<file path="config.mk">
export PLATFORM = sky130hd
export DESIGN_NAME = grouped_top_k_selector
export DESIGN_NICKNAME = d
export VERILOG_FILES = /design/src/hw/rtl/gtk_pkg.sv /design/src/hw/rtl/gtk_ctrl.sv /design/src/hw/rtl/gtk_datapath.sv /design/src/hw/rtl/grouped_top_k_selector.sv
export SDC_FILE = /design/constraint.sdc
export NUM_CORES = 2
export LEC_CHECK = 0
export ABC_AREA = 1
export BUFFER_PORTS_ARGS = -buffer_cell sky130_fd_sc_hd__buf_4
export CAP_MARGIN = 25
export CORE_ASPECT_RATIO = 1.4
export CORE_UTILIZATION = 35
export CTS_CLUSTER_SIZE = 16
export DETAILED_ROUTE_END_ITERATION = 8
export PLACE_DENSITY_LB_ADDON = 0.05
export SYNTH_ARGS = -nofsm -noshare
export SYNTH_HDL_FRONTEND = slang
export SYNTH_HIERARCHICAL = 1
export SYNTH_SLANG_ARGS = --single-unit
</file>
<file path="constraint.sdc">
create_clock -name clk -period 16.36 [get_ports clk]
set_input_delay 3.272 -clock clk [delete_from_list [all_inputs] [get_ports clk]]
set_output_delay 3.272 -clock clk [all_outputs]
set_load 0.01 [all_outputs]
</file>
<file path="src/hw/rtl/gtk_pkg.sv">
// Shared types and constants of the grouped top-k selector.
// Used by gtk_ctrl, gtk_datapath, the top level and the checker.
`timescale 1ns / 1ps
package gtk_pkg;

  localparam int MAX_K  = 16;
  localparam int DATA_W = 32;
  localparam int TOPK_W = 5;
  localparam int CW     = $clog2(MAX_K + 1);             // holds 0..MAX_K
  localparam int IW     = (MAX_K > 1) ? $clog2(MAX_K) : 1; // index of a kept entry

  localparam logic [TOPK_W-1:0] TOPK_RESET = TOPK_W'(16);

  // tuser codes on the input side
  localparam logic REQ_ENTRY = 1'b0;
  localparam logic REQ_FLUSH = 1'b1;

  typedef struct packed {
    logic [DATA_W-1:0] freq;
    logic [DATA_W-1:0] tag;
  } entry_t;

  // controller -> datapath
  typedef struct packed {
    logic ins_in;  // insert the input entry into the open group
    logic cap;     // hold the input word and load the emit count
    logic pop;     // move the best kept entry to the output register
    logic fin;     // close the drained group, open the held one if any
  } cmd_t;

  // datapath -> controller
  typedef struct packed {
    logic open;
    logic key_eq;
    logic rem_zero;
    logic rem_one;
    logic slot_free;
  } sts_t;

endpackage

</file>
<file path="src/hw/rtl/gtk_ctrl.sv">
// Controller of the grouped top-k selector: run, drain and reopen sequencing.
// Depends on gtk_pkg.
`timescale 1ns / 1ps
module gtk_ctrl (
  input  logic          clk,
  input  logic          rst,
  input  logic          s_tvalid,
  input  logic          s_tuser,
  input  gtk_pkg::sts_t sts,
  output logic          s_tready,
  output gtk_pkg::cmd_t cmd
);
  import gtk_pkg::*;

  localparam logic [1:0] S_RUN  = 2'd0;
  localparam logic [1:0] S_EMIT = 2'd1;
  localparam logic [1:0] S_FIN  = 2'd2;

  logic [1:0] state;
  logic [1:0] state_next;

  always_comb begin
    cmd        = '0;
    state_next = state;
    unique case (state)
      S_RUN: begin
        if (s_tvalid) begin
          if (s_tuser == REQ_FLUSH) begin
            if (sts.open) begin
              cmd.cap    = 1'b1;
              state_next = S_EMIT;
            end
          end else if (sts.open && !sts.key_eq) begin
            cmd.cap    = 1'b1;
            state_next = S_EMIT;
          end else begin
            cmd.ins_in = 1'b1;
          end
        end
      end
      S_EMIT: begin
        if (sts.rem_zero) begin
          state_next = S_FIN;
        end else if (sts.slot_free) begin
          cmd.pop = 1'b1;
          if (sts.rem_one) state_next = S_FIN;
        end
      end
      S_FIN: begin
        cmd.fin    = 1'b1;
        state_next = S_RUN;
      end
      default: begin
        state_next = S_RUN;
      end
    endcase
  end

  always_ff @(posedge clk) begin
    if (rst) begin
      state <= S_RUN;
    end else begin
      state <= state_next;
    end
  end

  assign s_tready = (state == S_RUN);

endmodule

</file>
<file path="src/hw/rtl/gtk_datapath.sv">
// Datapath of the grouped top-k selector: sorted entry cells, group registers,
// held word and output register. Depends on gtk_pkg.
`timescale 1ns / 1ps
module gtk_datapath (
  input  logic                              clk,
  input  logic                              rst,
  input  logic [3*gtk_pkg::DATA_W-1:0]      s_tdata,
  input  logic                              s_tuser,
  input  logic                              cfg_valid,
  input  logic [gtk_pkg::TOPK_W-1:0]        cfg_data,
  input  gtk_pkg::cmd_t                     cmd,
  output gtk_pkg::sts_t                     sts,
  output logic                              m_tvalid,
  input  logic                              m_tready,
  output logic [3*gtk_pkg::DATA_W-1:0]      m_tdata,
  output logic                              m_tlast
);
  import gtk_pkg::*;

  logic [DATA_W-1:0] in_key, in_tag, in_freq;
  assign in_key  = s_tdata[DATA_W-1:0];
  assign in_tag  = s_tdata[2*DATA_W-1:DATA_W];
  assign in_freq = s_tdata[3*DATA_W-1:2*DATA_W];

  entry_t            cells [MAX_K];
  logic [CW-1:0]     count;
  logic [DATA_W-1:0] cur_key;
  logic              open;
  logic [CW-1:0]     rem;
  logic [TOPK_W-1:0] top_k;
  logic              pend_flush;
  logic [DATA_W-1:0] pend_key, pend_tag, pend_freq;
  logic [DATA_W-1:0] out_key, out_tag, out_freq;

  logic [CW-1:0] lim;
  logic [CW-1:0] emit_n;
  always_comb begin
    if (int'(top_k) > MAX_K) lim = CW'(MAX_K);
    else                     lim = CW'(top_k);
    emit_n = (count > lim) ? lim : count;
  end

  // sorted insertion, all cells compared at once
  logic              do_ins;
  logic [DATA_W-1:0] src_tag, src_freq;
  entry_t            src_e;
  logic [CW-1:0]     base, cnt_t, ins_count;
  logic [MAX_K-1:0]  ge;
  logic              drop;
  entry_t            ins_cells [MAX_K];

  always_comb begin
    do_ins   = cmd.ins_in || (cmd.fin && !pend_flush);
    src_tag  = cmd.fin ? pend_tag  : in_tag;
    src_freq = cmd.fin ? pend_freq : in_freq;
    src_e    = '{freq: src_freq, tag: src_tag};
    base     = (cmd.fin || !open) ? '0 : count;
    cnt_t    = (base > lim) ? lim : base;
    for (int i = 0; i < MAX_K; i++) begin
      ge[i] = (CW'(i) < cnt_t) && (cells[i].freq >= src_freq);
    end
    // a full list drops a newcomer that no kept entry ranks below
    drop = (lim == '0) || ((cnt_t == lim) && ge[IW'(lim - 1'b1)]);
    if (drop)            ins_count = cnt_t;
    else if (cnt_t < lim) ins_count = cnt_t + 1'b1;
    else                 ins_count = cnt_t;
    ins_cells[0] = ge[0] ? cells[0] : src_e;
    for (int i = 1; i < MAX_K; i++) begin
      if (ge[i]) begin
        ins_cells[i] = cells[i];
      end else if (ge[i-1]) begin
        ins_cells[i] = src_e;
      end else begin
        ins_cells[i] = cells[i-1];
      end
    end
  end

  always_ff @(posedge clk) begin
    if (rst) begin
      count    <= '0;
      cur_key  <= '0;
      open     <= 1'b0;
      rem      <= '0;
      top_k    <= TOPK_RESET;
      m_tvalid <= 1'b0;
    end else begin
      if (cfg_valid) top_k <= cfg_data;
      if (cmd.ins_in) begin
        cur_key <= in_key;
        open    <= 1'b1;
      end
      if (cmd.cap) rem <= emit_n;
      if (cmd.pop) begin
        rem      <= rem - 1'b1;
        m_tvalid <= 1'b1;
      end else if (m_tready) begin
        m_tvalid <= 1'b0;
      end
      if (do_ins) count <= ins_count;
      if (cmd.fin) begin
        if (pend_flush) begin
          open  <= 1'b0;
          count <= '0;
        end else begin
          cur_key <= pend_key;
          open    <= 1'b1;
        end
      end
    end
  end

  always_ff @(posedge clk) begin
    if (do_ins && !drop) begin
      for (int i = 0; i < MAX_K; i++) cells[i] <= ins_cells[i];
    end else if (cmd.pop) begin
      for (int i = 0; i < MAX_K - 1; i++) cells[i] <= cells[i+1];
    end
    if (cmd.cap) begin
      pend_flush <= (s_tuser == REQ_FLUSH);
      pend_key   <= in_key;
      pend_tag   <= in_tag;
      pend_freq  <= in_freq;
    end
    if (cmd.pop) begin
      out_key  <= cur_key;
      out_tag  <= cells[0].tag;
      out_freq <= cells[0].freq;
      m_tlast  <= (rem == CW'(1));
    end
  end

  assign m_tdata = {out_freq, out_tag, out_key};

  always_comb begin
    sts.open      = open;
    sts.key_eq    = (in_key == cur_key);
    sts.rem_zero  = (rem == '0);
    sts.rem_one   = (rem == CW'(1));
    sts.slot_free = !m_tvalid || m_tready;
  end

endmodule

</file>
<file path="src/hw/rtl/grouped_top_k_selector.sv">
// Top level of the grouped top-k selector: controller plus datapath.
// Depends on gtk_pkg, gtk_ctrl and gtk_datapath.
//
//  channel | dir | handshake          | payload
//  s       | in  | s_tvalid/s_tready  | s_tdata key,tag,freq; s_tuser req_type
//  m       | out | m_tvalid/m_tready  | m_tdata key,tag,freq; m_tlast last_of_group
//  cfg     | in  | cfg_valid/cfg_ready| cfg_data top_k
//
// Entries of the open group are taken one per cycle; sorted insertion into the
// kept list happens in the accepting cycle across all cells in parallel.
// A key change or flush with an open group stalls input while the kept list
// drains through the output register, one word per cycle while downstream is
// ready, and while the group is then closed and the held word is taken in.
// Synchronous reset clears group state, output valid, and sets top_k to 16.
`timescale 1ns / 1ps
module grouped_top_k_selector (
  input  logic                         clk,
  input  logic                         rst,
  input  logic                         s_tvalid,
  output logic                         s_tready,
  input  logic [3*gtk_pkg::DATA_W-1:0] s_tdata,  // group_key, entry_tag, frequency
  input  logic                         s_tuser,  // req_type
  output logic                         m_tvalid,
  input  logic                         m_tready,
  output logic [3*gtk_pkg::DATA_W-1:0] m_tdata,  // out_key, out_tag, out_frequency
  output logic                         m_tlast,
  input  logic                         cfg_valid,
  output logic                         cfg_ready,
  input  logic [gtk_pkg::TOPK_W-1:0]   cfg_data
);
  import gtk_pkg::*;

  cmd_t cmd;
  sts_t sts;

  assign cfg_ready = 1'b1;

  gtk_ctrl u_ctrl (
    .clk      (clk),
    .rst      (rst),
    .s_tvalid (s_tvalid),
    .s_tuser  (s_tuser),
    .sts      (sts),
    .s_tready (s_tready),
    .cmd      (cmd)
  );

  gtk_datapath u_dp (
    .clk       (clk),
    .rst       (rst),
    .s_tdata   (s_tdata),
    .s_tuser   (s_tuser),
    .cfg_valid (cfg_valid),
    .cfg_data  (cfg_data),
    .cmd       (cmd),
    .sts       (sts),
    .m_tvalid  (m_tvalid),
    .m_tready  (m_tready),
    .m_tdata   (m_tdata),
    .m_tlast   (m_tlast)
  );

endmodule

</file>
==> impl_table.tex <==
\begin{tabular}{lr}
\hline
Metric & Value \\
\hline
\multicolumn{2}{l}{\textbf{Clocking}} \\
\quad Clock Tree Root & sky130\_fd\_sc\_hd\_\_clkbuf\_16 \\
\quad Clock tree from TritonCTS & done \\
\quad Inserted Clock Buffers & about 160 \\
\quad Quantity of gates resized following cts & 0 \\
\quad Clock-pin slew of the registers on the worst-case setup and hold paths & $\sim$0.060 ns \\
\quad Total number of clock tree sinks & 1,269 \\
\quad Number of H-tree levels & 4 \\
\quad Post-CTS setup buffers & 0 \\
\quad Max Buffers Root-to-Sink & 4 \\
\quad Number of hold buffers added after CTS & 0 \\
\quad Clock latency on the worst-skew pair & $\sim$0.84 ns \\
\multicolumn{2}{l}{\textbf{Yosys}} \\
\quad \#FFs+latches synth & around 1,300 \\
\quad Main flop type after synthesis & sky130\_fd\_sc\_hd\_\_edfxtp\_1 \\
\quad Share of the synthesized area in the top cell type & 48.9\% \\
\quad Top post-synthesis cells by area & sky130\_fd\_sc\_hd\_\_edfxtp\_1, sky130\_fd\_sc\_hd\_\_nand2\_1, sky130\_fd\_sc\_hd\_\_ha\_1 \\
\quad Number of nets produced by synthesis & 9,291 \\
\quad Mean instance size in the synthesized netlist & between 8 and 9 sq um \\
\quad Count of different cell masters after synthesis & between 40 and 50 \\
\quad Number of flops mapped to enable cells by yosys & approximately 1,200 \\
\quad Fraction of synthesis flops using an asynchronous set or reset pin & 0\% \\
\quad Sequential cell area fraction in the yosys report & between 50\% and 60\% \\
\quad Synth Cell Area & between 70,000 and 80,000 sq um \\
\quad Synthesized netlist cell count & about 8,700 \\
\quad Synth warn & 6 \\
\quad Cell taking the most area after synthesis & sky130\_fd\_sc\_hd\_\_edfxtp\_1 \\
\multicolumn{2}{l}{\textbf{Detailed routing}} \\
\quad Detailed-route wire length & 272 mm \\
\quad Remaining number of nets flagged by the antenna check after routing & 0 \\
\quad Post-route DRC & 0 \\
\quad Via count of the routed design & roughly 60,000 \\
\quad DRT iter0 DRCs & $\sim$4,200 \\
\quad WL/cell & roughly 24 um \\
\quad Vias per std cell & roughly 5.3 \\
\quad First drt pass iteration count & 5 \\
\multicolumn{2}{l}{\textbf{Timing}} \\
\quad Share of the clock period used by the worst path & between 50\% and 60\% \\
\quad Hold Worst Slack & 0.440 ns \\
\quad Final Hold Fails & 0 \\
\quad Max Slew Vio Count & 0 \\
\quad Sum of negative setup slack & 0 ns \\
\quad Final number of setup-violating endpoints & 0 \\
\quad Final Critical Period & about 9.7 ns \\
\quad Worst clock skew & 0.0665 ns \\
\quad Achievable clock frequency & around 100 MHz \\
\quad Actual slew at the worst max-slew pin & approximately 1.1 ns \\
\quad Relative slew margins & between 20\% and 30\% \\
\quad Unrepaired setup endpoints after global routing & false \\
\multicolumn{2}{l}{\textbf{Hold path}} \\
\quad Hold wc startpoint & u\_dp/cur\_key[6] \\
\quad Type of the worst min-delay path & reg2reg \\
\multicolumn{2}{l}{\textbf{Outcome}} \\
\quad Run status & finished clean \\
\multicolumn{2}{l}{\textbf{Placement}} \\
\quad Cell area after placement & 78,800 sq um \\
\quad Placed Instances & between 10,000 and 15,000 \\
\quad Gpl congestion & 0.878 \\
\quad Quantity of I/O buffers inserted on ports & 205 \\
\quad Estimated wirelength of the detail-placed design & around 180 mm \\
\multicolumn{2}{l}{\textbf{Critical path}} \\
\quad Data arrival time at the worst-slack endpoint & a little over 10 ns \\
\quad Endpoint class of the critical path & register \\
\quad Crit path from & s\_tdata[69] \\
\quad Critical Path Fanout Max & 140 \\
\quad Reg2Reg Setup Slack & between 7 and 8 ns \\
\quad R2r startpoint & u\_ctrl/state[1] \\
\quad Critical Path Sink & u\_dp/cells[0][172] \\
\quad End of the worst register-to-register path & u\_dp/cells[0][172] \\
\quad Worst setup SP type & input port \\
\quad Required time of the critical path & between 15 and 20 ns \\
\quad Cell count of the worst reg-to-reg path & 30 \\
\quad Critical setup path kind & in2reg \\
\multicolumn{2}{l}{\textbf{Finish}} \\
\quad Number of inserted filler cells in the final layout & 21,885 \\
\quad NumNets Final & just over 9,000 \\
\quad Area of combinational cells with multiple inputs & 33,500 sq um \\
\quad Most common library cell in the layout ignoring fill and taps & sky130\_fd\_sc\_hd\_\_nand2\_1 \\
\quad Highest-count cells in the layout ignoring fill and taps & sky130\_fd\_sc\_hd\_\_nand2\_1, sky130\_fd\_sc\_hd\_\_edfxtp\_1, sky130\_fd\_sc\_hd\_\_o21ai\_0, sky130\_fd\_sc\_hd\_\_a21oi\_1, sky130\_fd\_sc\_hd\_\_ha\_1 \\
\quad Syn-to-layout area delta & 12.0\% \\
\quad Layout Cell Area excl Fill & 83,800 sq um \\
\quad Sequential cell area & roughly 38,000 sq um \\
\quad Final cell count without fillers & roughly 12,000 \\
\quad Fraction of layout instances using a drive strength above 1 & between 7 and 8\% \\
\multicolumn{2}{l}{\textbf{Global routing}} \\
\quad Maximum number of pins on one net before global-route repair & 216 \\
\quad Wire length of the first global-routing pass & 401 mm \\
\quad Initial antenna violation count & 8 \\
\quad Global route total overflow & 0 \\
\quad Global-route track usage on met1 & 29.8\% \\
\quad Global route hottest layer & met2 \\
\quad Grt met3 use & roughly 2.8\% \\
\quad Fraction of met2 tracks used by global routing & 44.7\% \\
\quad Vias in the first global route & about 60,000 \\
\quad Global router's overall resource usage & between 20\% and 30\% \\
\multicolumn{2}{l}{\textbf{Floorplanning}} \\
\quad Die X & slightly below 400 um \\
\quad Starting Density & a little over a third \\
\quad Core Box Area & between 200,000 and 250,000 sq um \\
\quad Top Ports & 207 \\
\quad Number of standard-cell rows in the floorplan & 200 \\
\quad Full die area & 216,000 sq um \\
\quad Die boundary height & about 550 um \\
\multicolumn{2}{l}{\textbf{Power}} \\
\quad VDD IR-drop max & a little under 90 uV \\
\quad Power after layout & approximately 0.0099 W \\
\quad Pwr Density & 118 nW/um\^{}2 \\
\quad Leak & roughly 35 nW \\
\multicolumn{2}{l}{\textbf{Run}} \\
\quad \# Max-Cap Violations & 0 \\
\hline
\end{tabular}
==> cells in the mapped netlist, types with 3 or more instances <==
cell	instances
sky130_fd_sc_hd__nor2_2	5
sky130_fd_sc_hd__and3_1	3
sky130_fd_sc_hd__nor3_1	20
sky130_fd_sc_hd__nand3_1	337
sky130_fd_sc_hd__inv_2	5
sky130_fd_sc_hd__o21a_1	271
sky130_fd_sc_hd__nand2_2	9
sky130_fd_sc_hd__a221oi_1	4
sky130_fd_sc_hd__edfxtp_1	1218
sky130_fd_sc_hd__buf_4	20
sky130_fd_sc_hd__dfxtp_1	51
sky130_fd_sc_hd__o211ai_1	74
sky130_fd_sc_hd__or2_2	31
sky130_fd_sc_hd__clkbuf_1	372
sky130_fd_sc_hd__o21bai_1	12
sky130_fd_sc_hd__a21o_1	11
sky130_fd_sc_hd__o21ai_0	969
sky130_fd_sc_hd__nand3_2	3
sky130_fd_sc_hd__buf_6	24
sky130_fd_sc_hd__nand4_1	48
sky130_fd_sc_hd__ha_1	533
sky130_fd_sc_hd__o21ai_1	38
sky130_fd_sc_hd__nand2_1	2844
sky130_fd_sc_hd__buf_2	126
sky130_fd_sc_hd__a21oi_1	569
sky130_fd_sc_hd__a31oi_1	28
sky130_fd_sc_hd__inv_1	446
sky130_fd_sc_hd__nor2_1	507
sky130_fd_sc_hd__xor2_1	29
sky130_fd_sc_hd__buf_1	9
sky130_fd_sc_hd__nor4_1	14
==> how the worst min path moves through the flow <==
| stage | endpoint | slack [ns] | depth (start not counted) |
|---|---|---|---|
| after global routing | u_dp/out_key[31] | 0.44 | 0 |
| after CTS | u_dp/out_key[31] | 0.44 | 0 |
| after detailed placement | u_dp/out_key[31] | 0.43 | 0 |
| final | u_dp/out_key[6] | 0.44 | 0 |
| after floorplan | u_dp/out_key[0] | 0.41 | 0 |
| after global placement | u_dp/out_key[31] | 0.42 | 0 |
==> per-layer routing <==
metal	wire [um]	share of wire [%]
met4	11800	4.3
met3	11200	4.1
met2	138000	51
met5	13	0.0048
met1	111000	41
==> registers in the layout, indices dropped and copies added (netlist names) <==
signal / count
u_dp/pend_key: 32
u_dp/m_tvalid: 1
u_dp/pend_tag: 32
u_dp/open: 1
u_dp/out_freq: 32
u_dp/rem: 5
u_dp/cells: 1024
u_dp/out_tag: 32
u_dp/m_tlast: 1
u_dp/out_key: 32
u_ctrl/state: 2
u_dp/top_k: 5
u_dp/cur_key: 32
u_dp/count: 5
u_dp/pend_freq: 32
u_dp/pend_flush: 1
==> power by group <==
part	switching, W	total (W)	leakage, nW	internal (W)
combinational	0.00148	0.00215	21.2	0.000669
sequential	0.000214	0.00426	11.6	0.00405
clock	0.00147	0.00346	2.37	0.00199
==> cell type report <==
class                      instances  area share (%)
antenna                            2         0.00597
clock buffer                     206            5.18
clock inverter                    63           0.620
inverter                         452            2.04
multi-input combinational       6379            39.9
sequential                      1269            44.9
tap                             2828            4.22
timing repair buffer             326            3.09
==> stage by stage <==
stage / worst slack [ns] / util (%)
2_1_floorplan: 6.70 / -
3_3_place_gp: 5.74 / 37.1
3_5_place_dp: 5.80 / 37.2
4_1_cts: 6.67 / 39.4
5_1_grt: 6.20 / 39.5
6_report: 6.66 / 39.5
==> worst max-delay path, stage by stage <==
cell,delay (ns)
sky130_fd_sc_hd__buf_4,0.12
sky130_fd_sc_hd__o21ai_2,0.11
sky130_fd_sc_hd__buf_4,0.40
sky130_fd_sc_hd__ha_1,0.33
sky130_fd_sc_hd__nand2_1,0.07
sky130_fd_sc_hd__a21oi_1,0.05
sky130_fd_sc_hd__nor3_1,0.51
sky130_fd_sc_hd__nand2_1,0.28
sky130_fd_sc_hd__nand2_1,0.11
sky130_fd_sc_hd__nand2_1,0.11
sky130_fd_sc_hd__nand2_1,0.10
sky130_fd_sc_hd__nand3_1,0.14
sky130_fd_sc_hd__nand3_1,0.11
sky130_fd_sc_hd__nand3_1,0.08
sky130_fd_sc_hd__nand2_1,0.08
sky130_fd_sc_hd__nand2_1,0.05
sky130_fd_sc_hd__nand2_1,0.14
sky130_fd_sc_hd__nand2_1,0.08
sky130_fd_sc_hd__nand3_2,0.16
sky130_fd_sc_hd__nand3_4,0.23
sky130_fd_sc_hd__buf_4,0.36
sky130_fd_sc_hd__inv_8,0.63
sky130_fd_sc_hd__buf_4,0.85
sky130_fd_sc_hd__nand2_1,0.20
sky130_fd_sc_hd__nand2_4,0.49
sky130_fd_sc_hd__buf_4,0.76
==> logic make-up after synthesis <==
| family | after synthesis | synth area share [%] |
|---|---|---|
| compound gates | 1984 | 14.6 |
| buf+inv | 1003 | 5.58 |
| other cells | 1 | 0.00501 |
| flops | 1269 | 50.2 |
| simple gates | 3830 | 20.3 |
| fa+ha+maj | 533 | 8.91 |
| xor+xnor | 31 | 0.363 |
Power figures use the tool's default switching activity.
